--- src/rtl/core/cia_pkg.sv ---
// shared types for the checked integer alu
// opcode and status codes plus the control word carried down the pipeline
package cia_pkg;

   typedef enum logic [1:0] {
      OP_ADD = 2'd0,
      OP_SUB = 2'd1,
      OP_MUL = 2'd2,
      OP_DIV = 2'd3
   } op_type;

   typedef enum logic [1:0] {
      ST_OK       = 2'd0,
      ST_POS_OVF  = 2'd1,
      ST_NEG_OVF  = 2'd2,
      ST_DIV_ZERO = 2'd3
   } status_type;

   typedef struct packed {
      op_type     op;
      logic       neg;
      logic       early;
      status_type status;
   } ctl_type;

endpackage

--- src/rtl/core/cia_finish.sv ---
// final sign fix and multiply range check
// combinational, feeds the output buffer; uses cia_pkg
module cia_finish #(
   parameter int DATA_WIDTH = 32
) (
   input  cia_pkg::ctl_type          in_ctl,
   input  logic [DATA_WIDTH-1:0]     in_x,
   input  logic [2*DATA_WIDTH-1:0]   in_acc,
   output logic [DATA_WIDTH-1:0]     result,
   output cia_pkg::status_type       status
);
   import cia_pkg::*;

   always_comb begin
      logic [DATA_WIDTH-1:0] high_part;
      logic [DATA_WIDTH-1:0] low_part;
      logic [DATA_WIDTH-1:0] limit;
      high_part = in_acc[2*DATA_WIDTH-1:DATA_WIDTH];
      low_part  = in_acc[DATA_WIDTH-1:0];
      limit     = {in_ctl.neg, {(DATA_WIDTH-1){~in_ctl.neg}}};
      result    = '0;
      status    = in_ctl.status;
      if (in_ctl.early) begin
         result = low_part;
      end else begin
         case (in_ctl.op)
            OP_MUL: begin
               if (high_part != '0 || low_part > limit) begin
                  status = in_ctl.neg ? ST_NEG_OVF : ST_POS_OVF;
               end else begin
                  result = in_ctl.neg ? (~low_part + 1'b1) : low_part;
               end
            end
            OP_DIV: begin
               result = in_ctl.neg ? (~in_x + 1'b1) : in_x;
            end
            default: begin
            end
         endcase
      end
   end

endmodule

--- config.mk ---
export PLATFORM = sky130hd
export DESIGN_NAME = cia_finish
export DESIGN_NICKNAME = d
export VERILOG_FILES = /design/src/rtl/core/cia_pkg.sv /design/src/rtl/core/cia_finish.sv
export SDC_FILE = /design/constraint.sdc
export NUM_CORES = 1
export LEC_CHECK = 0
export ABC_CLOCK_PERIOD_IN_PS = 9200
export BUFFER_PORTS_ARGS = -buffer_cell sky130_fd_sc_hd__buf_2
export CORE_MARGIN = 2
export CORE_UTILIZATION = 54
export DETAILED_ROUTE_END_ITERATION = 7
export PLACE_DENSITY = 0.91
export SLEW_MARGIN = 10
export SYNTH_ARGS = -nofsm -noshare
export SYNTH_HDL_FRONTEND = slang
export SYNTH_SLANG_ARGS = --single-unit
--- constraint.sdc ---
create_clock -name vclk -period 9.2
set_input_delay 1.84 -clock vclk [all_inputs]
set_output_delay 1.84 -clock vclk [all_outputs]
set_load 0.01 [all_outputs]
==> impl_metrics.ini <==
[status]
outcome = finished clean

[power_and_ir_drop]
p_per_area_nw_per_um2 = 41.7
ir_worst_vdd_mv = 0.0272
p_leak_nw = 1.64

[sta]
rsz0062_at_grt = false
finalCritPeriodShare_pct = 80.5
hold_viol_final = 0
fin_ws_ns = 1.80
timing.hold.ws_ns = 3.99
drv_slew = 0
setup_violations = 0
slew_headroom_pct = 44.4
tightest_slew_ns = 0.832
layout_min_cycle_time_ns = 7.40
tns_ns = 0
max_freq_mhz = 135

[logic_synthesis]
synth_area_um2 = 2840
synthTopCellsByArea = ha_1, a21o_1, o31ai_1
avgSynthCellArea_um2 = 7.03
ys_warn_count = 0
yosysTopAreaCellShare_pct = 15.0
synth_nets = 540
synth_cell_types = 61
yosys.area.top_type = ha_1
seq_area_frac_synth_pct = 0
syn_inst = 404

[worst_setup_path]
cp-start-kind = primary input
path_class = in2out
crit_path_end_kind = output pin
cp.arrival_ns = 5.56
crit_fanout = 79
required_ns = 7.36

[layout]
area_delta_synth_final_pct = 24.8
finalInstanceArea_um2 = 3540
n_fill_cell = 486
fin_nets = 661
regArea_um2 = 0
clock_buffers = 0
drive_above_1_share_pct = 30.8
design.seq.count = 0
antennaDiodeCount = 0

[drt]
wire_per_inst_um = 16.6
ant_nets = 0
viasPerCell = 6.53
wirelength_um = 9870
route.detailed.drc = 0
num_vias = 3874
first_pass_iters = 5
drt_iter0_drc = 306

[clock_network]
cts_resized = 0
holdBufCountCts = 0
cts_setup_buffers = 0

[global_routing]
grt-ovfl-total = 0
grt_max_degree = 80
antenna_found_initial = 0
grt_pass1_vias = 3496
grt_pass1_wl_um = 15900
grtUsageTotal_pct = 31.4

[placed_design]
gp_congestion = 0.946
place_ws_ns = 1.90
port_buffers = 136
dpl_cell_area_um2 = 3540
dp_hpwl_um = 7750

[floorplan]
ios = 136
rows = 26
core_area_um2 = 5110
start_util_pct = 55.6
die_w_um = 76.5
dieArea_um2 = 5860
die_h_um = 76.5

[min_path]
hp-class = in2out
hold_path_depth = 3

[flow_run]
max-cap-violations = 0
cell usage in the layout (no fill, tap or decap), drive strengths merged, types with 17 or more instances in the layout:
cell   Yosys  final
o31ai     19     19
a21o      18     18
or4       17     17
ha        34     34
nor2      17     17
nand3     20     20
nand2     31     31
buf        5    139
o21ai     31     31
a21oi     26     26
cell type report:
cell class	count	area (um2)	area share [%]
inverters	13	48.8	1.38
well taps	70	87.6	2.47
multi-input cells	371	2710	76.3
repair buffers	139	703	19.8
kinds of logic (layout without fill, tap and decap cells):
logic type | after synthesis | count (layout) | synth area share [%]
AOI/OAI and AO/OA | 140 | 140 | 34.8
muxes | 3 | 3 | 1.15
buffers and inverters | 33 | 152 | 4.76
xor gates and xnor gates | 30 | 30 | 9.25
adders and majority gates | 34 | 34 | 15.0
and+or+nand+nor | 164 | 164 | 35.0
synthesized netlist by cell type (5+ instances only):
master,n
o41ai_1,5
a211o_1,8
nor4_1,11
inv_1,13
xnor2_1,15
ha_1,34
or3_1,11
nand2b_1,11
o21ai_0,23
nand4_1,10
nor3_1,10
xor2_1,15
or4_1,15
clkbuf_1,15
a22oi_1,7
o21ai_1,7
nor2_1,16
a21o_1,18
nor4b_1,5
a21oi_1,26
nand2_1,31
o31ai_1,18
nand3_1,20
nor4_2,5
stage by stage:
stage	util, %	total power [W]	std cells
detailed placement	69.4	0.000145	593
CTS	69.4	0.000145	593
global placement	69.4	0.000140	593
floorplan	-	0.0000807	404
global route	69.4	0.000163	593
finish	69.4	0.000148	593
power by group:
| group | leakage [nW] | switching [W] | internal (W) |
|---|---|---|---|
| logic | 1.64 | 0.0000844 | 0.0000635 |
| clock network | 0 | 0 | 0 |
| registers | 0 | 0 | 0 |
| total | 1.64 | 0.0000844 | 0.0000635 |
layer usage:
metal  vias to the layer above  track usage [%]  wire [um]
met2                       203             56.6       4780
met4                         0             6.18        121
met1                      1797             40.6       4110
met3                        11             2.49        854
met5                         -                0          0
li1                       1863                -          -
critical path, stage by stage:
cell and delay [ns]:
buf_2 0.28, buf_4 0.68, ha_1 0.38, a21oi_1 0.16, o21ai_0 0.10, a221oi_1 0.30, a22o_2 0.24, nor4b_4 0.64
nand2b_1 0.36, o311ai_1 0.37, buf_2 0.19
worst paths after layout:
kind | slack [ns] | to | start
max | 1.80 | result[29] | in_ctl[3]
min | 3.99 | status[0] | in_ctl[0]
No activity file was read; power rests on OpenSTA's default activity.
