===== config.mk =====
export PLATFORM = sky130hd
export DESIGN_NAME = cia_prep
export DESIGN_NICKNAME = d
export VERILOG_FILES = /design/src/rtl/core/cia_pkg.sv /design/src/rtl/core/cia_prep.sv
export SDC_FILE = /design/constraint.sdc
export NUM_CORES = 1
export LEC_CHECK = 0
export ABC_AREA = 0
export BUFFER_PORTS_ARGS = -buffer_cell sky130_fd_sc_hd__buf_2
export CAP_MARGIN = 5
export CORE_MARGIN = 2
export CORE_UTILIZATION = 40
export DETAILED_ROUTE_END_ITERATION = 12
export PLACE_DENSITY = 0.68
export SYNTH_ARGS = -nofsm -noshare
export SYNTH_HDL_FRONTEND = slang
export SYNTH_SLANG_ARGS = --single-unit

===== constraint.sdc =====
create_clock -name clock -period 6.7 [get_ports clock]
set_input_delay 1.34 -clock clock [delete_from_list [all_inputs] [get_ports clock]]
set_output_delay 1.34 -clock clock [all_outputs]
set_load 0.1 [all_outputs]

===== src/rtl/core/cia_pkg.sv =====
// shared types for the checked integer alu
// opcode and status codes plus the control word carried down the pipeline
package cia_pkg;

   typedef enum logic [1:0] {
      OP_ADD = 2'd0,
      OP_SUB = 2'd1,
      OP_MUL = 2'd2,
      OP_DIV = 2'd3
   } op_type;

   typedef enum logic [1:0] {
      ST_OK       = 2'd0,
      ST_POS_OVF  = 2'd1,
      ST_NEG_OVF  = 2'd2,
      ST_DIV_ZERO = 2'd3
   } status_type;

   typedef struct packed {
      op_type     op;
      logic       neg;
      logic       early;
      status_type status;
   } ctl_type;

endpackage


===== src/rtl/core/cia_prep.sv =====
// operand decode stage: add/sub with overflow, magnitudes, divide special cases
// depends on cia_pkg
module cia_prep #(
   parameter int DATA_WIDTH = 32
) (
   input  logic                      clock,
   input  logic                      reset,
   input  logic                      en,
   input  logic                      in_valid,
   input  logic [1:0]                opcode,
   input  logic [DATA_WIDTH-1:0]     operand_a,
   input  logic [DATA_WIDTH-1:0]     operand_b,
   output logic                      out_valid,
   output cia_pkg::ctl_type          out_ctl,
   output logic [DATA_WIDTH-1:0]     out_x,
   output logic [DATA_WIDTH-1:0]     out_y,
   output logic [2*DATA_WIDTH-1:0]   out_acc
);
   import cia_pkg::*;

   localparam logic [DATA_WIDTH-1:0] MIN_VALUE = {1'b1, {(DATA_WIDTH-1){1'b0}}};

   logic                    valid_ff;
   ctl_type                 ctl_ff, ctl_in;
   logic [DATA_WIDTH-1:0]   x_ff, x_in;
   logic [DATA_WIDTH-1:0]   y_ff, y_in;
   logic [2*DATA_WIDTH-1:0] acc_ff, acc_in;

   always_comb begin
      logic                  sign_a;
      logic                  sign_b;
      logic [DATA_WIDTH-1:0] sum;
      logic [DATA_WIDTH-1:0] diff;
      logic [DATA_WIDTH-1:0] res;
      sign_a = operand_a[DATA_WIDTH-1];
      sign_b = operand_b[DATA_WIDTH-1];
      sum    = operand_a + operand_b;
      diff   = operand_a - operand_b;
      res    = '0;
      ctl_in.op     = op_type'(opcode);
      ctl_in.neg    = sign_a ^ sign_b;
      ctl_in.early  = 1'b0;
      ctl_in.status = ST_OK;
      x_in = sign_a ? (~operand_a + 1'b1) : operand_a;
      y_in = sign_b ? (~operand_b + 1'b1) : operand_b;
      case (op_type'(opcode))
         OP_ADD: begin
            ctl_in.early = 1'b1;
            if (sign_a == sign_b && sum[DATA_WIDTH-1] != sign_a) begin
               ctl_in.status = sign_a ? ST_NEG_OVF : ST_POS_OVF;
            end else begin
               res = sum;
            end
         end
         OP_SUB: begin
            ctl_in.early = 1'b1;
            if (sign_a != sign_b && diff[DATA_WIDTH-1] != sign_a) begin
               ctl_in.status = sign_a ? ST_NEG_OVF : ST_POS_OVF;
            end else begin
               res = diff;
            end
         end
         OP_DIV: begin
            if (operand_b == '0) begin
               ctl_in.early  = 1'b1;
               ctl_in.status = ST_DIV_ZERO;
            end else if (operand_a == MIN_VALUE && operand_b == '1) begin
               ctl_in.early  = 1'b1;
               ctl_in.status = ST_POS_OVF;
            end
         end
         default: begin
         end
      endcase
      acc_in = {{DATA_WIDTH{1'b0}}, res};
   end

   always_ff @(posedge clock) begin
      if (reset) begin
         valid_ff <= 1'b0;
      end else if (en) begin
         valid_ff <= in_valid;
      end
   end

   always_ff @(posedge clock) begin
      if (en) begin
         ctl_ff <= ctl_in;
         x_ff   <= x_in;
         y_ff   <= y_in;
         acc_ff <= acc_in;
      end
   end

   assign out_valid = valid_ff;
   assign out_ctl   = ctl_ff;
   assign out_x     = x_ff;
   assign out_y     = y_ff;
   assign out_acc   = acc_ff;

endmodule


==> reports/qor.yml, run 1 <==
path_common_cell: "a2111oi_0"
hpwl_um: 19500
holdBufCountCts: 0
cts_sinks: 103
finalSetupViolCount: 0
postRouteWirelength_um: 25700
tightest_slew_ns: 0.878
period_share: 0.740
synth_edf_count: 102
io_buffers: 172
drt-wirelength-per-cell_um: 19.1
cpLargestDelayFamily: "compound AO/OA/AOI/OAI gates"
grt_pass1_vias: 7055
fin_crit_ns: 4.96
finalHoldViolations: 0
synthAdderAreaFrac: 0.101
critPathSlowestCell: "or4_1"
peakVddDrop_v: 0.000103
die_h_um: 150
antenna_found_initial: 0
drt_pre_antenna_iters: 5
cts_buffer_depth: 2
synth-compound-area-share: 0.242
cts_tree: "built"
postCtsSetupBuffers: 0
crit_cells: 12
synthCells: 919
rrSetupSlack_ns: 6.12
synthSimpleGateAreaFrac: 0.146
hold_path_depth: 2
seqPwrFrac: 0.322
synthXorXnorAreaFrac: 0.0650
grt_max_degree: 69
p_int_mw: 1.33
fin_skew_ns: 0
via_per_inst: 5.82
grt_use_total: 0.225
areaGrowthSynthToFinish_pct: 15.1
antenna_left: 0
ff_latch_area_um2: 3080
clk_pin_slew_ns: 0.07
drv_slew: 0
hold_end: "out_valid$_SDFFE_PP0P_"
power.net_switching_mw: 1.20
hp-start: "out_valid$_SDFFE_PP0P_"
start_util: 0.406
leakagePower_nw: 3.97
power_frac_clock: 0.225
multi_input_area_um2: 4890
fin_area_um2: 9770
cp_num_buf_inv: 3
place.gp.congestion: 0.929
cp_max_fo: 29
worst_skew_pair.late_latency_ns: 0.36
io_pins: 205
r2r-start: "out_valid$_SDFFE_PP0P_"
max_stage_delay_ns: 0.59
min_path_type: "register to register"
yosys_warnings: 0
htreeDepth: 3
critPathCaptureType: "register"
cp-start-kind: "primary input"
syn_area_per_cell_um2: 9.23
dpl_cell_area_um2: 9450
pwr-share-comb: 0.453
drive_above_1_share: 0.208
dp.cells: 1327
netlist_area_um2: 8480
totalPowerFinal_mw: 2.53
cts-root-buf: "clkbuf_16"
synth_top_family_by_area: "compound AO/OA/AOI/OAI gates"
rows: 53
post-route-drc-count: 0
relSlewSlack: 0.399
cts_made_buffers: 9
via_count: 7817
outcome: "complete, no violations"
drv_cap: 0
crit_arrival_ns: 5.03
grt_overflow: 0
crit_type: "primary input to register"
ys_ff_latch: 103
ys.flop_type: "edfxtp_1"
async_reset_ff_frac: 0
timing.rr.end: "out_valid$_SDFFE_PP0P_"
max_freq_ghz: 0.202
synth.yosys.seq_area_share: 0.363
fin_util: 0.468
grt_pass1_wl_um: 39100
ys_types: 64
finalNonFillerCells: 1344
r2r.worst_path.cells: 2
rsz0062_at_grt: "no"
crit_chain: "buf_2 > inv_1 > ha_1 > or4_1 > or3_1 > a2111oi_0 > a2111oi_0 > o21a_1 > o311ai_2 > buf_4 > o221ai_1 > a21boi_0"
cts_resized: 0
tns_ns: 0
fillers: 2006
final_nets: 1200
critPathRequiredTime_ns: 6.77
die_x_um: 150
synth.area.mux_share: 0.00737
swShare: 0.475
dieArea_um2: 22400
power_density_nw_per_um2: 259
core_um2: 20900
drtIter0Drc: 878
cells by family after synthesis:
kind of cell / count (synthesis)
XOR/XNOR: 63
buffers and inverters: 138
AO/OA/AOI/OAI: 305
flip-flops: 103
multiplexers: 6
other: 1
AND/OR/NAND/NOR: 236
adder cells (fa/ha/maj): 67
registers in the layout, summed over array words and instances, names as in the netlist:
register,cells
out_acc,32
out_ctl,6
out_valid,1
out_x,32
out_y,32
per-stage QoR:
stage,setup WS (ns),hold slack [ns]
after floorplan,1.99,0.971
after global placement,1.50,0.469
after detailed placement,1.42,0.491
after CTS,1.78,0.510
after global routing,1.54,0.553
final,1.74,0.507
power by group through the flow:
stage                     logic, mW  clock network (mW)  registers, mW
after global placement         1.13                   0          0.829
final                          1.15               0.570          0.815
after global routing           1.20               0.603          0.823
after floorplan               0.416                   0           1.34
after detailed placement       1.13                   0          0.829
after CTS                      1.14               0.578          0.817
metal layers:
layer  wire length (µm)  global-route usage
met5                  0                   0
met4                612              0.0767
met3               2560              0.0415
met2              10800               0.326
met1              11700               0.335
layout by cell type, fill, tap and decap left out, types with 13 or more instances in the layout:
master    count
nor2b_1      13
nor2_1       53
buf_2       171
conb_1       32
o21ai_0      58
nor3_1       16
a21o_1       14
o31ai_1      24
nand2_1      50
a21oi_1      71
or3_1        15
edfxtp_1    102
xnor2_1      62
ha_1         65
inv_1        63
nand3_1      18
o21bai_1     13
Yosys cell counts (5+ instances only):
cell	number	area (µm²)
a221oi_1	10	87.6
ha_1	65	813
a31oi_1	12	75.1
o31ai_1	24	180
o221a_2	5	56.3
a2bb2oi_1	10	87.6
or3_1	15	93.8
o41ai_1	9	78.8
edfxtp_1	102	3060
o22ai_1	10	62.6
nor3b_1	5	37.5
o21ai_0	58	290
nor2b_1	13	81.3
buf_4	32	240
a211oi_1	11	82.6
or4_1	9	67.6
nand2_1	50	188
o21a_1	7	52.6
xnor2_1	62	543
clkbuf_1	38	143
a21oi_1	72	360
or2_2	11	68.8
o211ai_1	11	82.6
a21o_1	14	105
nand4_1	11	68.8
o21bai_1	13	97.6
nand3_1	18	90.1
inv_1	63	236
nor2_1	53	199
nand2b_1	11	68.8
nor4_1	8	50.1
nor3_1	16	80.1
worst register-to-register path: stages (launching register included):
cell and delay (ns):
dfxtp_1 0.31, mux2i_1 0.12, nor2_1 0.05
layout make-up:
class                           instances  share of cell area
Antenna cell                            1            0.000256
Clock buffer                           10              0.0245
Clock inverter                          6             0.00781
Inverter                               63              0.0242
Multi-Input combinational cell        709               0.500
Sequential cell                       103               0.316
Tap cell                              275              0.0352
Timing Repair Buffer                  177              0.0922
worst max path at each step:
stage,slack [ns],endpoint,start
2_1_floorplan,1.99,out_acc[26]$_DFFE_PP_,operand_b[29]
3_3_place_gp,1.50,out_acc[20]$_DFFE_PP_,operand_b[28]
3_5_place_dp,1.42,out_acc[20]$_DFFE_PP_,operand_b[29]
4_1_cts,1.78,out_acc[20]$_DFFE_PP_,operand_b[28]
5_1_grt,1.54,out_acc[20]$_DFFE_PP_,operand_b[29]
6_report,1.74,out_acc[10]$_DFFE_PP_,operand_b[28]
Power figures use the tool's default switching activity.
==> inputs of run 2 (changes only) <==
Clock period 6.7 ns to 4.6 ns, I/O delays scaled along.
==> run 2 against run 1 <==
Net effect:
- sequential cell count is the same
- critical path depth rose by 2
- register-to-register slack lost 2.1 ns
- combinational power increased by 50%
- design area grew 3.3%
- sequential power grew 46%
- sequential share of layout area is 0.99 points lower
- critical path type unchanged
- critical endpoint is now out_acc[14]$_DFFE_PP_
- largest power group unchanged
==> reports/qor.yml, run 2 (same netlist as run 1, synthesis figures left out) <==
outcome: "complete, no violations"
pwr-share-comb: 0.463
use_met2: 0.334
crit_chain: "buf_2 > inv_1 > ha_1 > inv_1 > a21oi_1 > a21oi_1 > a2111oi_0 > o2111ai_1 > o311ai_2 > buf_4 > buf_12 > o21ai_0 > a21oi_1 > a21oi_1"
finalSetupViolCount: 0
grt.busiest_layer: "met1"
dp.cells: 1364
fin_crit_ns: 4.14
max_freq_ghz: 0.241
io_pins: 205
power_density_nw_per_um2: 369
layout_commonest_cell: "buf_2"
dieArea_um2: 22400
postCtsSetupBuffers: 0
crit_arrival_ns: 4.25
areaGrowthSynthToFinish_pct: 18.9
drv_slew: 0
start_util: 0.406
clk_pin_slew_ns: 0.07
rows: 53
tns_ns: 0
path_common_cell: "a21oi_1"
p_int_mw: 1.97
power.net_switching_mw: 1.75
power_frac_clock: 0.218
cp_num_buf_inv: 5
holdBufCountCts: 0
die_x_um: 150
cts_made_buffers: 9
fillers: 2011
hpwl_um: 20700
htreeDepth: 3
period_share: 0.901
postRouteWirelength_um: 26300
final_nets: 1237
finalNonFillerCells: 1381
peakVddDrop_v: 0.000146
cts_buffer_depth: 2
drv_cap: 0
grt.met1_usage: 0.357
dpl_cell_area_um2: 9780
rsz0062_at_grt: "no"
critPathRequiredTime_ns: 4.70
swShare: 0.471
drive_above_1_share: 0.233
worst_skew_pair.late_latency_ns: 0.36
antenna_found_initial: 1
cts_tree: "built"
post-route-drc-count: 0
cp-start-kind: "primary input"
leakagePower_nw: 4.16
grt_overflow: 0
cts-root-buf: "clkbuf_16"
whs_ns: 0.533
cp_max_fo: 20
crit_type: "primary input to register"
grt_util_met3: 0.0293
antenna_left: 0
fin_skew_ns: 0
die_h_um: 150
core_um2: 20900
max_stage_delay_ns: 0.71
io_buffers: 172
place.gp.congestion: 0.945
critPathCaptureType: "register"
fin_area_um2: 10100
cpLargestDelayFamily: "compound AO/OA/AOI/OAI gates"
via_count: 7890
relSlewSlack: 0.475
drt-wirelength-per-cell_um: 19.1
rrSetupSlack_ns: 4.00
finalHoldViolations: 0
via_per_inst: 5.71
drt_pre_antenna_iters: 5
critPathSlowestCell: "a2111oi_0"
grt_pass1_vias: 7118
seqPwrFrac: 0.319
min_path_type: "register to register"
cts_resized: 0
cts_sinks: 103
tightest_slew_ns: 0.767
grt_use_total: 0.233
grt_max_degree: 60
drtIter0Drc: 832
most-common-layout-cells: "171 x buf_2, 102 x edfxtp_1, 71 x a21oi_1"
grt_pass1_wl_um: 40200
run 2: layout make-up:
class,instances,area (µm²),area share
inverters,63,236,0.0234
repair buffers,214,1230,0.122
flip-flops and latches,103,3080,0.306
clock inverters,5,62.6,0.00620
multi-input cells,709,4890,0.484
well taps,275,344,0.0341
clock buffers,11,243,0.0241
diodes,1,2.50,0.000248
run 2: worst min-delay path, stage by stage, from the launching register on:
cell and delay, ns:
dfxtp_1 0.31, mux2i_1 0.12, nor2_1 0.06
run 2: power groups by stage:
stage / sequential (mW) / clock [mW] / combinational (mW)
floorplan: 1.95 / 0 / 0.606
global placement: 1.21 / 0 / 1.70
detailed placement: 1.21 / 0 / 1.70
CTS: 1.19 / 0.816 / 1.71
global route: 1.20 / 0.848 / 1.81
finish: 1.19 / 0.810 / 1.72
run 2: per-layer routing:
metal  share of wire  vias to the layer above  wire length, µm
li1                -                     3738                -
met1            0.47                     3734            12500
met2            0.41                      387            10900
met3           0.090                       31             2360
met4           0.023                        0              604
met5               0                        -                0
run 2: worst paths after layout:
| check | startpoint | depth (start not counted) | to |
|---|---|---|---|
| max | operand_b[22] | 14 | out_acc[14]$_DFFE_PP_ |
| min | out_valid$_SDFFE_PP0P_ | 2 | out_valid$_SDFFE_PP0P_ |
| max reg2reg | out_valid$_SDFFE_PP0P_ | 2 | out_valid$_SDFFE_PP0P_ |
| min reg2reg | out_valid$_SDFFE_PP0P_ | 2 | out_valid$_SDFFE_PP0P_ |
run 2: through the flow:
step | worst slack (ns) | util | power, mW
global placement | 0.257 | 0.468 | 2.91
detailed placement | 0.160 | 0.468 | 2.91
global route | 0.177 | 0.483 | 3.85
floorplan | 0.308 | - | 2.55
CTS | 0.524 | 0.483 | 3.71
finish | 0.457 | 0.483 | 3.72
