<file path="config.mk">
export PLATFORM = sky130hd
export DESIGN_NAME = cia_bit_stage
export DESIGN_NICKNAME = d
export VERILOG_FILES = /design/src/rtl/core/cia_pkg.sv /design/src/rtl/core/cia_bit_stage.sv
export SDC_FILE = /design/constraint.sdc
export NUM_CORES = 1
export LEC_CHECK = 0
export ABC_AREA = 1
export BUFFER_PORTS_ARGS = -buffer_cell sky130_fd_sc_hd__buf_2
export CORE_AREA = 2 2 160 202
export DETAILED_ROUTE_END_ITERATION = 8
export DIE_AREA = 0 0 162 204
export SLEW_MARGIN = 15
export SYNTH_ARGS = -nofsm -noshare
export SYNTH_HDL_FRONTEND = slang
export SYNTH_SLANG_ARGS = --single-unit
</file>
<file path="constraint.sdc">
create_clock -name clock -period 3.4 [get_ports clock]
set_clock_uncertainty 0.1 [all_clocks]
set_input_delay 0.68 -clock clock [delete_from_list [all_inputs] [get_ports clock]]
set_output_delay 0.68 -clock clock [all_outputs]
set_load 0.005 [all_outputs]
</file>
<file path="src/rtl/core/cia_pkg.sv">
// shared types for the checked integer alu
// opcode and status codes plus the control word carried down the pipeline
package cia_pkg;

   typedef enum logic [1:0] {
      OP_ADD = 2'd0,
      OP_SUB = 2'd1,
      OP_MUL = 2'd2,
      OP_DIV = 2'd3
   } op_type;

   typedef enum logic [1:0] {
      ST_OK       = 2'd0,
      ST_POS_OVF  = 2'd1,
      ST_NEG_OVF  = 2'd2,
      ST_DIV_ZERO = 2'd3
   } status_type;

   typedef struct packed {
      op_type     op;
      logic       neg;
      logic       early;
      status_type status;
   } ctl_type;

endpackage

</file>
<file path="src/rtl/core/cia_bit_stage.sv">
// one bit step of the shared multiply / divide pipeline
// multiply: shift-add of one multiplier bit; divide: one restoring quotient bit; uses cia_pkg
module cia_bit_stage #(
   parameter int DATA_WIDTH = 32,
   parameter int BIT_INDEX  = 0
) (
   input  logic                      clock,
   input  logic                      reset,
   input  logic                      en,
   input  logic                      in_valid,
   input  cia_pkg::ctl_type          in_ctl,
   input  logic [DATA_WIDTH-1:0]     in_x,
   input  logic [DATA_WIDTH-1:0]     in_y,
   input  logic [2*DATA_WIDTH-1:0]   in_acc,
   output logic                      out_valid,
   output cia_pkg::ctl_type          out_ctl,
   output logic [DATA_WIDTH-1:0]     out_x,
   output logic [DATA_WIDTH-1:0]     out_y,
   output logic [2*DATA_WIDTH-1:0]   out_acc
);
   import cia_pkg::*;

   logic                    valid_ff;
   ctl_type                 ctl_ff;
   logic [DATA_WIDTH-1:0]   x_ff, x_in;
   logic [DATA_WIDTH-1:0]   y_ff;
   logic [2*DATA_WIDTH-1:0] acc_ff, acc_in;

   always_comb begin
      logic [2*DATA_WIDTH-1:0] partial;
      logic [DATA_WIDTH:0]     part_rem;
      logic [DATA_WIDTH:0]     trial;
      logic                    take;
      partial  = {{DATA_WIDTH{1'b0}}, in_x} << BIT_INDEX;
      part_rem = {in_acc[DATA_WIDTH-1:0], in_x[DATA_WIDTH-1]};
      trial    = part_rem - {1'b0, in_y};
      take     = ~trial[DATA_WIDTH];
      x_in     = in_x;
      acc_in   = in_acc;
      if (!in_ctl.early) begin
         case (in_ctl.op)
            OP_MUL: begin
               if (in_y[BIT_INDEX]) begin
                  acc_in = in_acc + partial;
               end
            end
            OP_DIV: begin
               x_in   = {in_x[DATA_WIDTH-2:0], take};
               acc_in = {{DATA_WIDTH{1'b0}},
                         take ? trial[DATA_WIDTH-1:0] : part_rem[DATA_WIDTH-1:0]};
            end
            default: begin
            end
         endcase
      end
   end

   always_ff @(posedge clock) begin
      if (reset) begin
         valid_ff <= 1'b0;
      end else if (en) begin
         valid_ff <= in_valid;
      end
   end

   always_ff @(posedge clock) begin
      if (en) begin
         ctl_ff <= in_ctl;
         x_ff   <= x_in;
         y_ff   <= in_y;
         acc_ff <= acc_in;
      end
   end

   assign out_valid = valid_ff;
   assign out_ctl   = ctl_ff;
   assign out_x     = x_ff;
   assign out_y     = y_ff;
   assign out_acc   = acc_ff;

endmodule

</file>
==> results of run 1 <==
==> critical path, stage by stage <==
cell and delay (ns):
buf_2 0.14, inv_1 0.11, ha_1 0.26, fa_1 0.40, inv_1 0.09, nand2_1 0.05, nand2_1 0.08, nand3_1 0.08
nand2_2 0.13, nand2_2 0.08, nand2_4 0.08, nand2_4 0.07, nand2_4 0.08, nand2_1 0.15, nand2_1 0.25, nand2_1 0.08
nand3_1 0.11, nand2_1 0.06, nand2_1 0.05, nand2_1 0.05
==> placed cells by master (no fill, tap or decap), types with 5 or more instances in the layout <==
cell,instances
nand2_1,769
nand2_2,5
inv_1,356
clkbuf_16,17
nor2_1,144
o21bai_1,8
xnor2_1,15
buf_4,26
nand4_1,22
nor4_1,8
a21oi_1,101
o21ai_0,57
xor2_1,8
nor3_1,28
o211ai_1,7
buf_2,271
nand3_1,146
edfxtp_1,134
ha_1,64
==> flip-flops by register name (all words and copies together) (netlist names) <==
| name | flops |
|---|---|
| out_x | 32 |
| out_valid | 1 |
| out_ctl | 6 |
| out_y | 32 |
| out_acc | 64 |
==> power by group <==
part	internal (uW)	switching [uW]
Combinational	587	1100
Clock	1140	762
Sequential	2010	46.1
==> kinds of logic after synthesis <==
family | count (synthesis) | share of synthesized area (%)
compound gates | 184 | 8.030
xor+xnor | 23 | 1.637
fa+ha+maj | 66 | 6.831
buf+inv | 396 | 12.28
flops | 135 | 32.85
mux | 1 | 0.08132
simple gates | 1145 | 38.29
==> through the flow <==
step	hold slack (ns)	TNS [ns]	power, uW	util [%]
after detailed placement	0.3888	-0.007069	3761	45.75
final	0.2830	0	5636	47.62
after CTS	0.2636	0	5672	47.61
after global routing	0.2714	0	5951	47.62
after global placement	0.3693	0	3752	45.75
after floorplan	0.3850	0	3069	-
==> layer usage <==
metal / track usage (%) / vias up / wire length (um)
met1: 30.50 / 5951 / 18070
met2: 49.56 / 387 / 22680
met4: 13.72 / 0 / 2166
met3: 3.429 / 92 / 1712
li1: - / 6734 / -
met5: 0 / - / 0
==> worst max-delay path by stage <==
stage	from	endpoint	slack, ns
6_report	in_x[31]	out_acc[2]	0.44
4_1_cts	in_x[31]	out_acc[2]	0.46
2_1_floorplan	in_x[31]	out_acc[17]	0.55
5_1_grt	in_x[31]	out_acc[7]	0.29
3_5_place_dp	in_x[31]	out_acc[2]	-0.007
3_3_place_gp	in_x[31]	out_acc[2]	0.02
==> area by class of cell <==
cell class,count,area share [%]
multi-input cells,1419,45.42
repair buffers,301,10.91
diodes,1,0.01682
clock inverters,13,1.051
inverters,360,9.085
clock buffers,17,2.860
well taps,412,3.466
flip-flops and latches,135,27.19
==> impl_results.rst, run 1 <==
.. list-table::
   :header-rows: 1

   * - Metric
     - Value
   * - Outcome
     - finished, final reports clean
   * - Pin count of the biggest net entering global routing
     - 60
   * - Area fraction of the dominant cell type after synthesis
     - 32.69%
   * - Overall fraction of global-route tracks in use
     - between 20% and 30%
   * - Min-Delay Endpoint
     - out_valid
   * - Net Count, Synth
     - 2154
   * - Global placement routability congestion
     - 0.9519
   * - Clock transition at path regs
     - 0.06 ns
   * - Placed instance count
     - approximately 2600
   * - Count of cells resized by post-cts repair
     - 0
   * - Setup-failing EPs final
     - 0
   * - Arrival time worst endpoint
     - roughly 3.1 ns
   * - Number of routed nets with antenna violations
     - 0
   * - Leakage power total
     - 0.008273 uW
   * - Total number of yosys warnings
     - 0
   * - H-tree depth
     - 4
   * - Unrepaired setup endpoints after global routing
     - no
   * - Number of input and output port buffers inserted
     - 272
   * - Post-Syn Area per Cell
     - 6.312 um^2
   * - Reg2reg start
     - out_valid
   * - First-pass GRT wire length
     - 68360 um
   * - Type of the tightest min-delay check
     - in2reg
   * - NumNets Final
     - 2438
   * - Sequential element share of the synthesized area
     - 32.85%
   * - Number of violations reported at the end of detailed-routing iteration 0
     - 703
   * - Total number of vias
     - 13160
   * - Fraction of final layout cells with drive strength greater than 1
     - 15.81%
   * - Setup slack after layout
     - 0.4416 ns
   * - Vertical die dimension
     - 204 um
   * - Final Max Tran Viols
     - 0
   * - Post-synthesis cell type with the largest combined area
     - edfxtp_1
   * - Hold buffer count at cts
     - 0
   * - Max-cap violations
     - 0
   * - Power density of the placed cells
     - between 300 and 400 nW/um^2
   * - Width of the die
     - 162 um
   * - WL per Instance
     - 16.79 um
   * - CTS tree
     - built
   * - Category of the worst setup path launch point
     - input port
   * - WL final
     - about 45000 um
   * - Root buffer cell
     - clkbuf_16
   * - Number of global-route vias before repair
     - 12960
   * - Most instantiated flip-flop cell in the synthesis netlist
     - edfxtp_1
   * - Count of buffers added by post-CTS timing repair for setup
     - 0
   * - Sequential cell area
     - approximately 4000 um^2
   * - Initial antenna violation count
     - 1
   * - Final instance area
     - 14870 um^2
   * - Number of fillers in the final layout
     - 3367
   * - Standard cell area after detailed placement
     - around 14000 um^2
   * - Number of placed I/O pins
     - ~270
   * - Synth unique cells
     - 42
   * - Share of flip-flops with an asynchronous set or reset after synthesis
     - 0%
   * - Slack of the worst reg-to-reg path
     - 2.71 ns
   * - Reg2reg path depth
     - 2
   * - Req. time, crit path
     - approximately 3.5 ns
   * - Flop and latch count out of synthesis
     - roughly 140
   * - Measured slew at the worst slew-check pin
     - 0.6106 ns
   * - Total area of multi-input combinational cells
     - around 6800 um^2
   * - Gr ovfl total
     - 0
   * - Post-layout minimum cycle time
     - 2.958 ns
   * - Number of placement rows
     - between 70 and 80
   * - Number of flops mapped to enable cells by yosys
     - 134
   * - Initial cell density of the core
     - between 30 and 40%
   * - Residual DRC count
     - 0
   * - Worst setup EP type
     - flop
   * - Cells on Worst Hold Path
     - 2
   * - Post-placement setup slack
     - -0.007069 ns
   * - Worst hold path startpoint
     - reset
   * - Total clock buffers created by CTS
     - 17
   * - Maximum fanout count along the critical path
     - 6
   * - Final std cells w/o fill
     - 2658
   * - Top achievable clock speed
     - 338.0 MHz
   * - IR Drop Worst-Case VDD
     - 0.2931 mV
   * - Placeable core region
     - 31240 um^2
   * - Number of vias per cell
     - 4.953
   * - Clock net sink count
     - about 140
   * - Critical path start-end classification
     - in2reg
   * - Synthesized cell area
     - roughly 12000 um^2
   * - Most used standard cell by instance count after synthesis
     - nand2_1
   * - First drt pass iteration count
     - 5
   * - Hold Violations, Final
     - 0
   * - Maximum clock insertion buffer count
     - 2
   * - Leading post-synthesis cells by instance count
     - 769 x nand2_1, 356 x inv_1, 146 x nand3_1
   * - Clock network latency to the later pin of the worst-skew pair
     - ~0.44 ns
   * - R2R Path End
     - out_valid
   * - Area growth, synth to finish
     - 20.84%
   * - Die Area
     - 33050 um^2
   * - Headroom to the max-slew limit
     - 59.14%
   * - HPWL reported at the end of detailed placement
     - 36960 um
   * - Share of the clock period used by the worst path
     - roughly 87%
   * - Synth top area cells
     - edfxtp_1 33%, nand2_1 23%, inv_1 11%
   * - Number of standard cells after synthesis
     - 1950
(Power assumes the default switching activity.)
==> run 2, diff against run 1 <==
- ABC_AREA: 1 -> default
- CORE_AREA: 2 2 160 202 -> 2 2 143 180
- DIE_AREA: 0 0 162 204 -> 0 0 145 182
==> run 2 against run 1 <==
Cell area is 7.6% lower. First-iteration DRC count decreased by 16%. Non-clock buffer count is 174 higher. Count of clock-buffer cells in the layout is the same. Critical path type unchanged. Critical endpoint is now out_acc[62]. Highest routed layer unchanged.
==> impl_results.rst, run 2 <==
.. list-table::
   :header-rows: 1

   * - Metric
     - Value
   * - Root buffer cell
     - clkbuf_16
   * - Reg2reg start
     - out_valid
   * - Area fraction of the dominant cell type after synthesis
     - around two fifths
   * - Overall fraction of global-route tracks in use
     - between 20% and 30%
   * - Arrival time worst endpoint
     - 3.57 ns
   * - Leading post-synthesis cells by instance count
     - 164 x nand2_1, 134 x edfxtp_1, 96 x a21oi_1
   * - Maximum fanout count along the critical path
     - 5
   * - Critical path start-end classification
     - in2reg
   * - Area growth, synth to finish
     - 40.49%
   * - Synthesized cell area
     - between 9000 and 10000 um^2
   * - Worst setup path start
     - in_x[0]
   * - Hold Violations, Final
     - 0
   * - Die Area
     - 26390 um^2
   * - Global placement routability congestion
     - 0.9330
   * - Number of placement rows
     - 65
   * - Number of vias per cell
     - between 5 and 6
   * - Placeable core region
     - 24810 um^2
   * - Setup TNS
     - 0 ns
   * - Post-placement setup slack
     - -0.4554 ns
   * - Max FFs per register
     - 64
   * - Largest stage delay on the critical path
     - about 0.55 ns
   * - Outcome
     - finished, final reports clean
   * - Setup slack after layout
     - 0.02981 ns
   * - Main combinational cell family by area after synthesis
     - compound AO/OA/AOI/OAI gates
   * - WL final
     - 32530 um
   * - Worst setup EP type
     - flop
   * - Post-synthesis mux area share
     - 3.006%
   * - Total clock buffers created by CTS
     - 17
   * - Leakage power total
     - 0.006266 uW
   * - Gr ovfl total
     - 0
   * - Sequential cell area
     - around 4000 um^2
   * - Most used standard cell by instance count after synthesis
     - nand2_1
   * - Clock network latency to the later pin of the worst-skew pair
     - approximately 0.44 ns
   * - Residual DRC count
     - 0
   * - IR Drop Worst-Case VDD
     - ~0.37 mV
   * - First-pass GRT wire length
     - approximately 51000 um
   * - Measured slew at the worst slew-check pin
     - 1.195 ns
   * - Layout Utilization
     - between 50% and 60%
   * - HPWL reported at the end of detailed placement
     - 25500 um
   * - Synth unique cells
     - 67
   * - Net Count, Synth
     - approximately 1300
   * - Total number of vias
     - 9857
   * - Max-cap violations
     - 0
   * - Xor and xnor fraction of the mapped netlist area
     - 5.654%
   * - Pin count of the biggest net entering global routing
     - 63
   * - Number of global-route vias before repair
     - 10020
   * - Req. time, crit path
     - 3.60 ns
   * - CTS tree
     - built
   * - Number of diodes
     - 0
   * - Sequential element share of the synthesized area
     - 41.35%
   * - Length of routed met2 wiring
     - 16240 um
   * - Share of flip-flops with an asynchronous set or reset after synthesis
     - 0%
   * - Most instantiated flip-flop cell in the synthesis netlist
     - edfxtp_1
   * - Post-Syn Area per Cell
     - 9.201 um^2
   * - Final Max Tran Viols
     - 0
   * - Number of routed nets with antenna violations
     - 0
   * - Fraction of final layout cells with drive strength greater than 1
     - 35.60%
   * - Buf+Inv Stages, Crit Path
     - 2
   * - Total number of yosys warnings
     - 0
   * - Synth top area cells
     - edfxtp_1 41%, ha_1 8.2%, nand2_1 6.3%
   * - Maximum clock insertion buffer count
     - 2
   * - Post-layout minimum cycle time
     - 3.370 ns
   * - Most used cells in the layout excluding fill and tap cells
     - 270 x buf_2, 196 x buf_4, 163 x nand2_1
   * - Total Power Consumption
     - 5654 uW
   * - Total area of multi-input combinational cells
     - 5495 um^2
   * - Initial antenna violation count
     - 2
   * - H-tree depth
     - 4
   * - Wl on met1
     - 13510 um
   * - Vertical die dimension
     - roughly 180 um
   * - Category of the worst setup path launch point
     - input port
   * - Setup-failing EPs final
     - 0
   * - Top achievable clock speed
     - 296.7 MHz
   * - Most frequent cell on the critical path
     - o2111ai_2
   * - Standard cell with the maximum stage delay on the critical path
     - or4_4
   * - Worst hold path startpoint
     - reset
   * - Power density of the placed cells
     - 411.5 nW/um^2
   * - Compound-cell area share of the yosys netlist
     - 20.93%
   * - Share of the clock period used by the worst path
     - approximately 99%
   * - WL per Instance
     - 17.43 um
   * - Number of placed I/O pins
     - around 270
   * - Headroom to the max-slew limit
     - 20.29%
   * - Simple-gate share of the synthesized area
     - roughly 17%
   * - Initial cell density of the core
     - 39.43%
   * - Number of violations reported at the end of detailed-routing iteration 0
     - 590
   * - Width of the die
     - 145 um
   * - Flop and latch count out of synthesis
     - 135
   * - Most common cell after layout, fill and taps aside
     - buf_2
   * - NumNets Final
     - approximately 1700
   * - Top sig layer
     - met4
   * - Number of flops mapped to enable cells by yosys
     - between 100 and 150
   * - Type of the tightest min-delay check
     - in2reg
   * - First drt pass iteration count
     - 5
   * - Post-synthesis cell type with the largest combined area
     - edfxtp_1
   * - Worst path top cell family by delay
     - compound AO/OA/AOI/OAI gates
   * - Number of input and output port buffers inserted
     - roughly 270
   * - Unrepaired setup endpoints after global routing
     - yes
   * - Worst hold slack
     - roughly 0.29 ns
   * - Number of standard cells after synthesis
     - 1063
   * - Met3 wire len
     - 1766 um
   * - Number of fillers in the final layout
     - 2312
   * - Clock net sink count
     - ~140
   * - Synthesized-area fraction occupied by adder cells
     - under 10%
   * - Critical path, cell by cell
     - buf_6 > ha_4 > inv_2 > fa_2 > nand2b_4 > a21oi_4 > o2111ai_2 > a211oi_2 > o2111ai_2 > a211oi_4 > o211ai_4 > or4_4 > a21oi_2
   * - Clock transition at path regs
     - 0.06 ns
run 2: cell count changes after synthesis, sizes merged, moves of 24 or more:
cell | before | now
nand2 | 779 | 164
mux2i | 1 | 26
a21o | 1 | 28
o21ai | 59 | 83
nand3 | 147 | 18
nor2 | 149 | 60
inv | 360 | 58
run 2: through the flow:
stage                     instance area [um^2]  std cells
after floorplan                           9858       1063
after global placement                   13020       1829
after detailed placement                 13020       1829
after CTS                                13620       1861
after global routing                     13740       1866
final                                    13740       1866
run 2: final cells by class:
cell class,count,share of cell area [%]
inverters,58,1.584
clock inverters,15,1.284
flip-flops and latches,135,29.43
clock buffers,17,3.096
well taps,335,3.050
repair buffers,475,21.56
multi-input cells,831,39.99
run 2: repair_timing:
action | 4_1_cts | 5_1_grt
pin swaps | 0 | 16
buffers inserted | 0 | 3
resized for setup | 1 | 20
setup endpoints to repair | 1 | 29
gates cloned | 0 | 2
hold buffers | 0 | 0
run 2: worst reg2reg max path, delay by kind of cell (launching register included):
family / cells / cell delay (ns)
and+or+nand+nor: 1 / 0.05
muxes: 1 / 0.12
DFF: 1 / 0.31
run 2: power breakdown:
group | leakage, uW | internal [uW] | switching [uW]
registers | 0.00132 | 2010 | 42.8
clock network | 0.000291 | 1160 | 783
logic | 0.00466 | 797 | 870
total | 0.00627 | 3960 | 1700
run 2: path summary, 6_finish.rpt:
path                      end  slack (ns)  cells after the start
setup / recovery  out_acc[62]        0.03                     13
hold / removal      out_valid        0.29                      2
setup reg to reg    out_valid        2.72                      2
hold reg to reg     out_valid        0.40                      2
run 2: logic make-up after synthesis:
group,after synthesis
AO/OA/AOI/OAI,321
XOR/XNOR,61
adder cells (fa/ha/maj),66
buffers and inverters,98
flip-flops,135
multiplexers,29
AND/OR/NAND/NOR,353
run 2: layer usage:
layer | up-vias | track usage, %
met1 | 4608 | 29.80
met4 | 0 | 10.42
li1 | 4857 | -
met5 | - | 0
met2 | 332 | 43.14
met3 | 60 | 3.844
