--- src/rtl/core/cia_skid.sv ---
// two-entry output buffer: output register plus skid register
// ready toward the pipeline is registered; no package dependency
module cia_skid #(
   parameter int WIDTH = 34
) (
   input  logic             clock,
   input  logic             reset,
   input  logic             in_valid,
   output logic             in_ready,
   input  logic [WIDTH-1:0] in_data,
   output logic             out_valid,
   input  logic             out_ready,
   output logic [WIDTH-1:0] out_data
);

   logic             main_valid_ff, main_valid_in;
   logic [WIDTH-1:0] main_data_ff, main_data_in;
   logic             skid_valid_ff, skid_valid_in;
   logic [WIDTH-1:0] skid_data_ff, skid_data_in;

   always_comb begin
      logic in_fire;
      logic out_fire;
      in_fire       = in_valid && !skid_valid_ff;
      out_fire      = main_valid_ff && out_ready;
      main_valid_in = main_valid_ff;
      main_data_in  = main_data_ff;
      skid_valid_in = skid_valid_ff;
      skid_data_in  = skid_data_ff;
      if (!main_valid_ff || out_fire) begin
         main_valid_in = skid_valid_ff || in_fire;
         main_data_in  = skid_valid_ff ? skid_data_ff : in_data;
         skid_valid_in = 1'b0;
      end else if (in_fire) begin
         skid_valid_in = 1'b1;
         skid_data_in  = in_data;
      end
   end

   always_ff @(posedge clock) begin
      if (reset) begin
         main_valid_ff <= 1'b0;
         skid_valid_ff <= 1'b0;
      end else begin
         main_valid_ff <= main_valid_in;
         skid_valid_ff <= skid_valid_in;
      end
   end

   always_ff @(posedge clock) begin
      main_data_ff <= main_data_in;
      skid_data_ff <= skid_data_in;
   end

   assign in_ready  = !skid_valid_ff;
   assign out_valid = main_valid_ff;
   assign out_data  = main_data_ff;

endmodule

--- config.mk ---
export PLATFORM = sky130hd
export DESIGN_NAME = cia_skid
export DESIGN_NICKNAME = d
export VERILOG_FILES = /design/src/rtl/core/cia_skid.sv
export SDC_FILE = /design/constraint.sdc
export NUM_CORES = 1
export LEC_CHECK = 0
export ABC_AREA = 1
export BUFFER_PORTS_ARGS = -buffer_cell sky130_fd_sc_hd__buf_2
export CELL_PAD_IN_SITES_DETAIL_PLACEMENT = 1
export CELL_PAD_IN_SITES_GLOBAL_PLACEMENT = 1
export CORE_MARGIN = 2
export CORE_UTILIZATION = 44
export CTS_CLUSTER_DIAMETER = 150
export DETAILED_ROUTE_END_ITERATION = 10
export PLACE_DENSITY_LB_ADDON = 0.1
export SLEW_MARGIN = 20
export SYNTH_ARGS = -nofsm -noshare
export SYNTH_HDL_FRONTEND = slang
export SYNTH_SLANG_ARGS = --single-unit
export TNS_END_PERCENT = 50
--- constraint.sdc ---
create_clock -name clock -period 5.86 [get_ports clock]
set_clock_uncertainty 0.15 [all_clocks]
set_input_delay 1.172 -clock clock [delete_from_list [all_inputs] [get_ports clock]]
set_output_delay 1.172 -clock clock [all_outputs]
set_load 0.02 [all_outputs]
==> impl_metrics.yaml, run 1 <==
outcome:
  run_status: "finished clean"
clock_network:
  clkLatencyLatePin_ps: 330
  cts-buffers-inserted: 9
  cts.clk_slew.worst_paths_ps: 60
  cts-hold-fix-buffers: 0
  cts_buffer_depth: 2
  cts-htree-levels: 3
  cts_root_buffer: "clkbuf_8"
  tritoncts: "done"
  post_cts.resized_instances: 0
  numClockSinks: 70
  cts.repair_timing.setup_buffer_count: 0
setup_path:
  cp_endpoint_kind: "flip-flop"
  startpoint_type: "input pin"
  crit_path_max_fanout: 35
  arrival_ps: 2820
  worstPathRequired_ps: 5660
  crit_path_category: "input pin to flip-flop"
synthesis:
  ys_warns: 0
  ys_seq_elements: 70
  post-synth-top-area-cell: "edfxtp_1"
  ys_async_sr_fraction: 0
  net_count_synth: 228
  postSynthCellCount: 190
  netlist_top_cells_area: "edfxtp_1, nand2_1, nand2_2"
  syn-mean-instance-area_sq_um: 13.96
  ys_top_cells_by_count: "nand2_1, edfxtp_1, nand2_2"
  ys_types: 12
  synth-edff-count: 68
  synthFlopType: "edfxtp_1"
  post_synth_instance_area_sq_um: 2653
  netlist.area_leader.share: 0.7698
  synth_most_common_cell: "nand2_1"
  share_of_synthesized_area_occupied_by_flip_flops_and_latches: 0.7849
floorplanning:
  floorplan.die.height_um: 81.65
  die_area_sq_um: 6666
  initial_core_util: 0.4507
  chipWidth_um: 81.65
  rows: 28
  io_pins: 74
  coreArea_sq_um: 5886
placement:
  portBuffers: 73
  routabilityCongestion: 0.7203
  detailedPlacementHpwl_um: 3290
  post_dp_cell_area_sq_um: 3034
  pre_cts_slack_ps: 2423
routing:
  detail_route.drc_violations: 0
  drt_pre_antenna_iters: 4
  route.final.wire_length_um: 5017
  via_per_inst: 4.715
  wire_per_inst_um: 14.46
  routed-via-count: 1636
  antenna_left: 0
  drtIter0Drc: 76
final_layout:
  diodes: 0
  final_layout_size_suffix_gt1_frac: 0.3860
  post-route-cell-area_sq_um: 3184
  layout.filler_cells: 649
  area_delta_synth_final_pct: 20.05
  fin_nets: 305
sta:
  grt_setup_unrepaired: "no"
  final_report_setup_violation_count: 0
  timing.setup.tns_ps: 0
  hold_viol: 0
  period_needed_ps: 3023
  final_max_slew_viol_count: 0
  layout_worst_path_cycle_share: 0.5159
  headroom_to_the_max_slew_limit: 0.3573
  fmax_mhz: 330.8
  finalHoldWorstSlack_ps: 369.9
  final.setup.worst_slack_ps: 2837
  worst_slew_pin_slew_ps: 961.8
grt:
  antenna_found_initial: 0
  globalRouteTotalUtil: 0.1646
  grt_first_pass_wirelength_um: 7893
  number_of_global_route_vias_before_repair: 1691
  overall_overflow_remaining_after_global_route: 0
  grt_max_degree: 38
power:
  power_density_nw_per_um2: 312.2
  vdd_ir_drop_max_mv: 0.1365
  fin_total_pwr_uw: 994.2
  p_leak_uw: 0.001360
hold_path:
  holdCritPathClass: "flip-flop to flip-flop"
job:
  maxCapViolations: 0
-- state kept, by name, summed over array words and instances (netlist names) --
register	flops
skid_valid_ff	1
skid_data_ff	34
out_valid	1
out_data	34
-- area by class of cell --
class,instances,area [sq um],area share
inverter,3,18.77,0.005894
timing repair buffer,73,365.4,0.1147
sequential,70,2083,0.6542
tap,75,93.84,0.02947
clock buffer,13,138.9,0.04361
clock inverter,3,11.26,0.003536
multi-input combinational,110,473.0,0.1485
-- stage by stage --
step | util | std cells
floorplan | - | 190
global route | 0.5410 | 347
finish | 0.5410 | 347
global placement | 0.5155 | 331
detailed placement | 0.5155 | 331
CTS | 0.5410 | 347
-- routing by layer --
metal  vias up  track usage  share of wire  routed length, um
met1       788       0.2043           0.42               2105
met5         -            0              0                  0
met4         0      0.08000          0.015                 77
met3         8      0.04176          0.047                234
met2        46       0.2697           0.52               2599
li1        794            -              -                  -
-- placed cells by master, fill, tap and decap left out --
| cell | synthesis | routed |
|---|---|---|
| inv_8 | 1 | 1 |
| edfxtp_1 | 68 | 68 |
| nand2_1 | 86 | 85 |
| nor2_4 | 0 | 1 |
| dfxtp_2 | 0 | 1 |
| o21ai_0 | 1 | 1 |
| nand3_1 | 1 | 1 |
| clkbuf_8 | 0 | 9 |
| dfxtp_1 | 2 | 1 |
| inv_1 | 2 | 2 |
| clkinv_1 | 0 | 3 |
| buf_2 | 0 | 73 |
| clkbuf_1 | 0 | 4 |
| nand2_2 | 19 | 20 |
| nor2_1 | 3 | 2 |
-- cell families (layout without fill, tap and decap cells) --
family | count (synthesis) | in the layout | share of synthesized area
buffers and inverters | 10 | 92 | 0.04056
flip-flops | 70 | 70 | 0.7849
AND/OR/NAND/NOR | 109 | 109 | 0.1726
AO/OA/AOI/OAI | 1 | 1 | 0.001885
-- critical path, stage by stage --
cell and delay, ps:
buf_2 90, inv_1 70, nand2_2 500, nor2_4 970
-- report_power, final --
part | internal (uW) | leakage, uW | switching (uW)
logic | 31.0 | 0.000607 | 61.9
registers | 581 | 0.000679 | 9.34
clock network | 150 | 0.0000741 | 160
-- worst paths after layout --
kind,start,to,slack [ps],cells past startpoint
setup / recovery,out_ready,skid_data_ff[7]$_DFFE_PP_,2840,4
hold / removal,skid_data_ff[0]$_DFFE_PP_,out_data[0]$_DFFE_PP_,370,2
hold reg to reg,skid_data_ff[0]$_DFFE_PP_,out_data[0]$_DFFE_PP_,370,2
setup reg to reg,out_valid$_SDFFE_PP0P_,skid_data_ff[7]$_DFFE_PP_,3460,2
Power figures use the tool's default switching activity.
==> inputs of run 2 (changes only) <==
--- a/config.mk
+++ b/config.mk
@@ -5,12 +5,12 @@
 export SDC_FILE = /design/constraint.sdc
 export NUM_CORES = 1
 export LEC_CHECK = 0
-export ABC_AREA = 1
+export ABC_AREA = 0
 export BUFFER_PORTS_ARGS = -buffer_cell sky130_fd_sc_hd__buf_2
 export CELL_PAD_IN_SITES_DETAIL_PLACEMENT = 1
 export CELL_PAD_IN_SITES_GLOBAL_PLACEMENT = 1
 export CORE_MARGIN = 2
-export CORE_UTILIZATION = 44
+export CORE_UTILIZATION = 39
 export CTS_CLUSTER_DIAMETER = 150
 export DETAILED_ROUTE_END_ITERATION = 10
 export PLACE_DENSITY_LB_ADDON = 0.1
==> constraint.sdc (replaced) <==
create_clock -name clock -period 2.4 [get_ports clock]
set_clock_uncertainty 0.15 [all_clocks]
set_input_delay 0.48 -clock clock [delete_from_list [all_inputs] [get_ports clock]]
set_output_delay 0.48 -clock clock [all_outputs]
set_load 0.02 [all_outputs]
==> run 2 against run 1 <==
Against the previous run: power grew to 2.6 times the previous value; non-clock buffer count grew 5; critical path depth shrank 2; critical endpoint is now in_ready; largest cell class unchanged; highest routed layer unchanged.
==> impl_metrics.yaml, run 2 <==
floorplanning:
  chipWidth_um: 86.65
  die_area_sq_um: 7507
  initial_core_util: 0.3965
  floorplan.die.height_um: 86.65
  coreArea_sq_um: 6719
  rows: 30
  io_pins: 74
setup_path:
  timing.reg2reg.worst_path_depth: 2
  worstPathRequired_ps: 1770
  worst_path_largest_cell_delay_ps: 630
  cp_endpoint_kind: "output port"
  rrSetupSlack_ps: 680
  reg2reg_to: "out_data[7]$_DFFE_PP_"
  crit_path_category: "flip-flop to output port"
  crit_path_max_fanout: 15
  cp_cell_sequence: "inv_1 -> buf_2"
  startpoint_type: "flip-flop"
  arrival_ps: 1200
  crit_path_top_delay_cell: "dfxtp_2"
  reg2reg_from: "skid_valid_ff$_SDFFE_PP0P_"
synthesis:
  ys_warns: 0
  share_of_synthesized_area_occupied_by_flip_flops_and_latches: 0.7816
  syn-mean-instance-area_sq_um: 23.37
  ys_top_cells_by_count: "edfxtp_1, mux2_4, mux2_2"
  post-synth-top-area-cell: "edfxtp_1"
  ys_async_sr_fraction: 0
  postSynthCellCount: 114
  net_count_synth: 152
  netlist_top_cells_area: "edfxtp_1, mux2_4, mux2_2"
  post_synth_instance_area_sq_um: 2664
  ys_seq_elements: 70
  netlist.area_leader.share: 0.7666
  synth-edff-count: 68
  ys_types: 13
  synth_most_common_cell: "edfxtp_1"
  synthFlopType: "edfxtp_1"
power:
  p_leak_uw: 0.001314
  vdd_ir_drop_max_mv: 0.3881
  fin_total_pwr_uw: 2559
  power_density_nw_per_um2: 770.6
placement:
  dpl.cell_count: 268
  portBuffers: 73
  detailedPlacementHpwl_um: 3337
  pre_cts_slack_ps: 668.4
  routabilityCongestion: 0.6811
final_layout:
  multi_input_area_sq_um: 530.5
  fin_cells: 284
  diodes: 0
  area_delta_synth_final_pct: 24.66
  final_layout_size_suffix_gt1_frac: 0.6324
  seqCellArea_sq_um: 2083
  layout_commonest_cell: "buf_2"
  layout.filler_cells: 655
  fin_nets: 237
  mostFrequentLayoutCells: "buf_2, edfxtp_1, mux2_4, clkbuf_8, mux2_2"
sta:
  final.setup.worst_slack_ps: 572.1
  worst_slew_pin_slew_ps: 498.8
  grt_setup_unrepaired: "no"
  layout_worst_path_cycle_share: 0.7616
  period_needed_ps: 1828
  final_report_setup_violation_count: 0
  headroom_to_the_max_slew_limit: 0.6675
  fmax_mhz: 547.1
  final_max_slew_viol_count: 0
  hold_viol: 0
  timing.setup.tns_ps: 0
clock_network:
  numClockSinks: 70
  tritoncts: "done"
  cts-htree-levels: 3
  post_cts.resized_instances: 0
  cts-buffers-inserted: 9
  cts.repair_timing.setup_buffer_count: 0
  cts.clk_slew.worst_paths_ps: 70
  cts-hold-fix-buffers: 0
  cts_root_buffer: "clkbuf_8"
  clkLatencyLatePin_ps: 330
  cts_buffer_depth: 2
grt:
  globalRouteTotalUtil: 0.1377
  overall_overflow_remaining_after_global_route: 0
  number_of_global_route_vias_before_repair: 1481
  grt_max_degree: 37
  antenna_found_initial: 0
  grt_first_pass_wirelength_um: 7521
routing:
  route.final.wire_length_um: 4829
  via_per_inst: 4.711
  detail_route.drc_violations: 0
  antenna_left: 0
  routed-via-count: 1338
  drtIter0Drc: 50
  wire_per_inst_um: 17.00
  drt_pre_antenna_iters: 2
hold_path:
  whs_endpoint: "out_valid$_SDFFE_PP0P_"
  timing.hold.worst_path_depth: 2
  holdCritPathClass: "input pin to flip-flop"
  hold_path.startpoint: "reset"
job:
  maxCapViolations: 0
outcome:
  run_status: "finished clean"
==> run 2: cell types whose count changed after synthesis, sizes merged, moves of 2 or more <==
cell | previous run | this run
buf | 7 | 4
inv | 3 | 1
mux2 | 0 | 34
nand2 | 105 | 0
nor2 | 3 | 1
==> run 2: logic make-up after synthesis <==
group	synth area share
DFF	0.7816
muxes	0.1818
buffers and inverters	0.02630
and+or+nand+nor	0.008454
AOI/OAI and AO/OA	0.001877
==> run 2: area by class of cell <==
class	instances	area share
inverters	1	0.001130
well taps	80	0.03014
flip-flops and latches	70	0.6274
clock inverters	7	0.01922
repair buffers	78	0.1251
multi-input cells	39	0.1598
clock buffers	9	0.03730
==> run 2: worst max-delay path by stage <==
stage | startpoint | end
after global placement | skid_valid_ff$_SDFFE_PP0P_ | out_data[6]$_DFFE_PP_
after CTS | skid_valid_ff$_SDFFE_PP0P_ | in_ready
after floorplan | out_ready | skid_data_ff[0]$_DFFE_PP_
after global routing | skid_valid_ff$_SDFFE_PP0P_ | in_ready
after detailed placement | skid_valid_ff$_SDFFE_PP0P_ | out_data[9]$_DFFE_PP_
final | skid_valid_ff$_SDFFE_PP0P_ | in_ready
==> run 2: where the power goes <==
part	switching (uW)	internal (uW)
Sequential	17.7	1410
Clock	430	473
Combinational	128	103
Total	575	1980
==> run 2: critical path, delay by kind of cell, from the launching register on <==
kind	cells	cell delay, ps
DFF	1	630
buffers and inverters	2	240
==> run 2: routing by layer <==
metal	track usage	wire (um)	vias up	share of wire
li1	-	-	618	-
met1	0.1700	2098	668	0.43
met2	0.2196	2407	45	0.50
met3	0.04000	251	7	0.052
met4	0.07244	72	0	0.015
met5	0	0	-	0
==> run 2: stage by stage <==
| stage | utilization | area [sq um] | hold slack (ps) |
|---|---|---|---|
| final | 0.4942 | 3321 | 172.1 |
| after global routing | 0.4942 | 3321 | 156.0 |
| after CTS | 0.4942 | 3321 | 156.7 |
| after detailed placement | 0.4663 | 3133 | 388.6 |
| after global placement | 0.4663 | 3133 | 379.6 |
| after floorplan | - | 2683 | 373.1 |
==> inputs of run 3 (changes only) <==
--- a/config.mk
+++ b/config.mk
@@ -10,7 +10,7 @@
 export CELL_PAD_IN_SITES_DETAIL_PLACEMENT = 1
 export CELL_PAD_IN_SITES_GLOBAL_PLACEMENT = 1
 export CORE_MARGIN = 2
-export CORE_UTILIZATION = 39
+export CORE_UTILIZATION = 43
 export CTS_CLUSTER_DIAMETER = 150
 export DETAILED_ROUTE_END_ITERATION = 10
 export PLACE_DENSITY_LB_ADDON = 0.1
==> constraint.sdc (replaced) <==
create_clock -name clock -period 1.9 [get_ports clock]
set_clock_uncertainty 0.15 [all_clocks]
set_input_delay 0.38 -clock clock [delete_from_list [all_inputs] [get_ports clock]]
set_output_delay 0.38 -clock clock [all_outputs]
set_load 0.02 [all_outputs]
==> run 3 against run 2 <==
Against the previous run: combinational power is 25% higher; critical endpoint unchanged; sequential share of layout area is 0.93 points higher; design area is 1.3% lower; highest routed layer unchanged.
==> impl_metrics.yaml, run 3 (synthesis results as in run 2) <==
setup_path:
  worstSetupStartpoint: "skid_valid_ff$_SDFFE_PP0P_"
  crit_path_top_delay_cell: "dfxtp_4"
  worstPathRequired_ps: 1370
  crit_path_max_fanout: 21
  reg2reg_from: "skid_valid_ff$_SDFFE_PP0P_"
  worst_path_largest_cell_delay_ps: 520
  cp_cell_sequence: "buf_12 -> inv_1 -> buf_2"
  startpoint_type: "flip-flop"
  rrSetupSlack_ps: 410
  crit_path_category: "flip-flop to output port"
  arrival_ps: 1310
  timing.critical_path.buf_inv: 3
  critical-path-top-delay-family: "flip-flops"
  cp_endpoint_kind: "output port"
sta:
  worst_slew_pin_slew_ps: 480.9
  timing.setup.tns_ps: 0
  final_report_setup_violation_count: 0
  fmax_mhz: 542.1
  headroom_to_the_max_slew_limit: 0.6794
  finalHoldWorstSlack_ps: 85.59
  hold_viol: 0
  layout_worst_path_cycle_share: 0.9709
  period_needed_ps: 1845
  final_max_slew_viol_count: 0
  grt_setup_unrepaired: "no"
final_layout:
  fin_nets: 237
  mostFrequentLayoutCells: "buf_2, edfxtp_1, mux2_4, clkbuf_8, mux2_2"
  seqCellArea_sq_um: 2087
  layout.filler_cells: 586
  area_delta_synth_final_pct: 23.06
  diodes: 0
  final_core_util: 0.5504
  layout_commonest_cell: "buf_2"
  multi_input_area_sq_um: 530.5
  final_layout_size_suffix_gt1_frac: 0.6207
power:
  p_leak_uw: 0.001296
  vdd_ir_drop_max_mv: 0.4400
  fin_total_pwr_uw: 3030
  power_density_nw_per_um2: 924.3
clock_network:
  cts_buffer_depth: 2
  tritoncts: "done"
  cts-hold-fix-buffers: 0
  cts-buffers-inserted: 9
  clkLatencyLatePin_ps: 330
  cts_root_buffer: "clkbuf_8"
  cts.clk_slew.worst_paths_ps: 60
  post_cts.resized_instances: 1
  cts-htree-levels: 3
  cts.repair_timing.setup_buffer_count: 0
  numClockSinks: 70
routing:
  wire_per_inst_um: 16.45
  drt_pre_antenna_iters: 3
  antenna_left: 0
  via_per_inst: 4.781
  detail_route.drc_violations: 0
  route.final.wire_length_um: 4573
  routed-via-count: 1329
  drtIter0Drc: 90
floorplanning:
  coreArea_sq_um: 5956
  chipWidth_um: 82.71
  floorplan.die.height_um: 82.71
  rows: 28
  die_area_sq_um: 6840
  io_pins: 74
  initial_core_util: 0.4473
hold_path:
  holdCritPathClass: "input pin to flip-flop"
  hold_path.startpoint: "reset"
placement:
  routabilityCongestion: 0.6074
  detailedPlacementHpwl_um: 3146
  portBuffers: 73
grt:
  grt_max_degree: 37
  overall_overflow_remaining_after_global_route: 0
  globalRouteTotalUtil: 0.1444
  grt_first_pass_wirelength_um: 6941
  antenna_found_initial: 0
  number_of_global_route_vias_before_repair: 1400
outcome:
  run_status: "finished clean"
job:
  maxCapViolations: 0
## run 3: metal layers
metal / up-vias / track usage / share of wire
li1: 617 / - / -
met1: 659 / 0.1720 / 0.40
met2: 46 / 0.2306 / 0.52
met3: 7 / 0.04565 / 0.065
met4: 0 / 0.08361 / 0.012
met5: - / 0 / 0
## run 3: worst reg2reg max path, cell delays in order, from the launching register on
cell     delay [ps]
dfxtp_4         520
buf_12          250
mux2_4          320
## run 3: worst paths after layout
check | end | cells after the start
setup / recovery | in_ready | 3
hold / removal | out_valid$_SDFFE_PP0P_ | 2
setup reg to reg | out_data[24]$_DFFE_PP_ | 2
hold reg to reg | out_data[21]$_DFFE_PP_ | 1
## run 3: power breakdown
part	internal (uW)	switching (uW)	leakage, uW
Clock	457	483	0.0000753
Sequential	1780	22.3	0.000679
Combinational	129	159	0.000541
Total	2370	664	0.00130
## run 3: layout make-up
type                    count  share of cell area
clock buffers              12             0.04122
clock inverters             3            0.003817
inverters                   1            0.001145
multi-input cells          39              0.1618
flip-flops and latches     70              0.6366
well taps                  75             0.02863
repair buffers             78              0.1267
## run 3: per-stage QoR
stage | setup slack [ps] | instances | cell area, sq um
2_1_floorplan | -349.7 | 114 | 2684
3_3_place_gp | 287.6 | 263 | 3128
3_5_place_dp | 260.7 | 263 | 3128
4_1_cts | 38.60 | 278 | 3278
5_1_grt | 9.158 | 278 | 3278
6_report | 55.33 | 278 | 3278
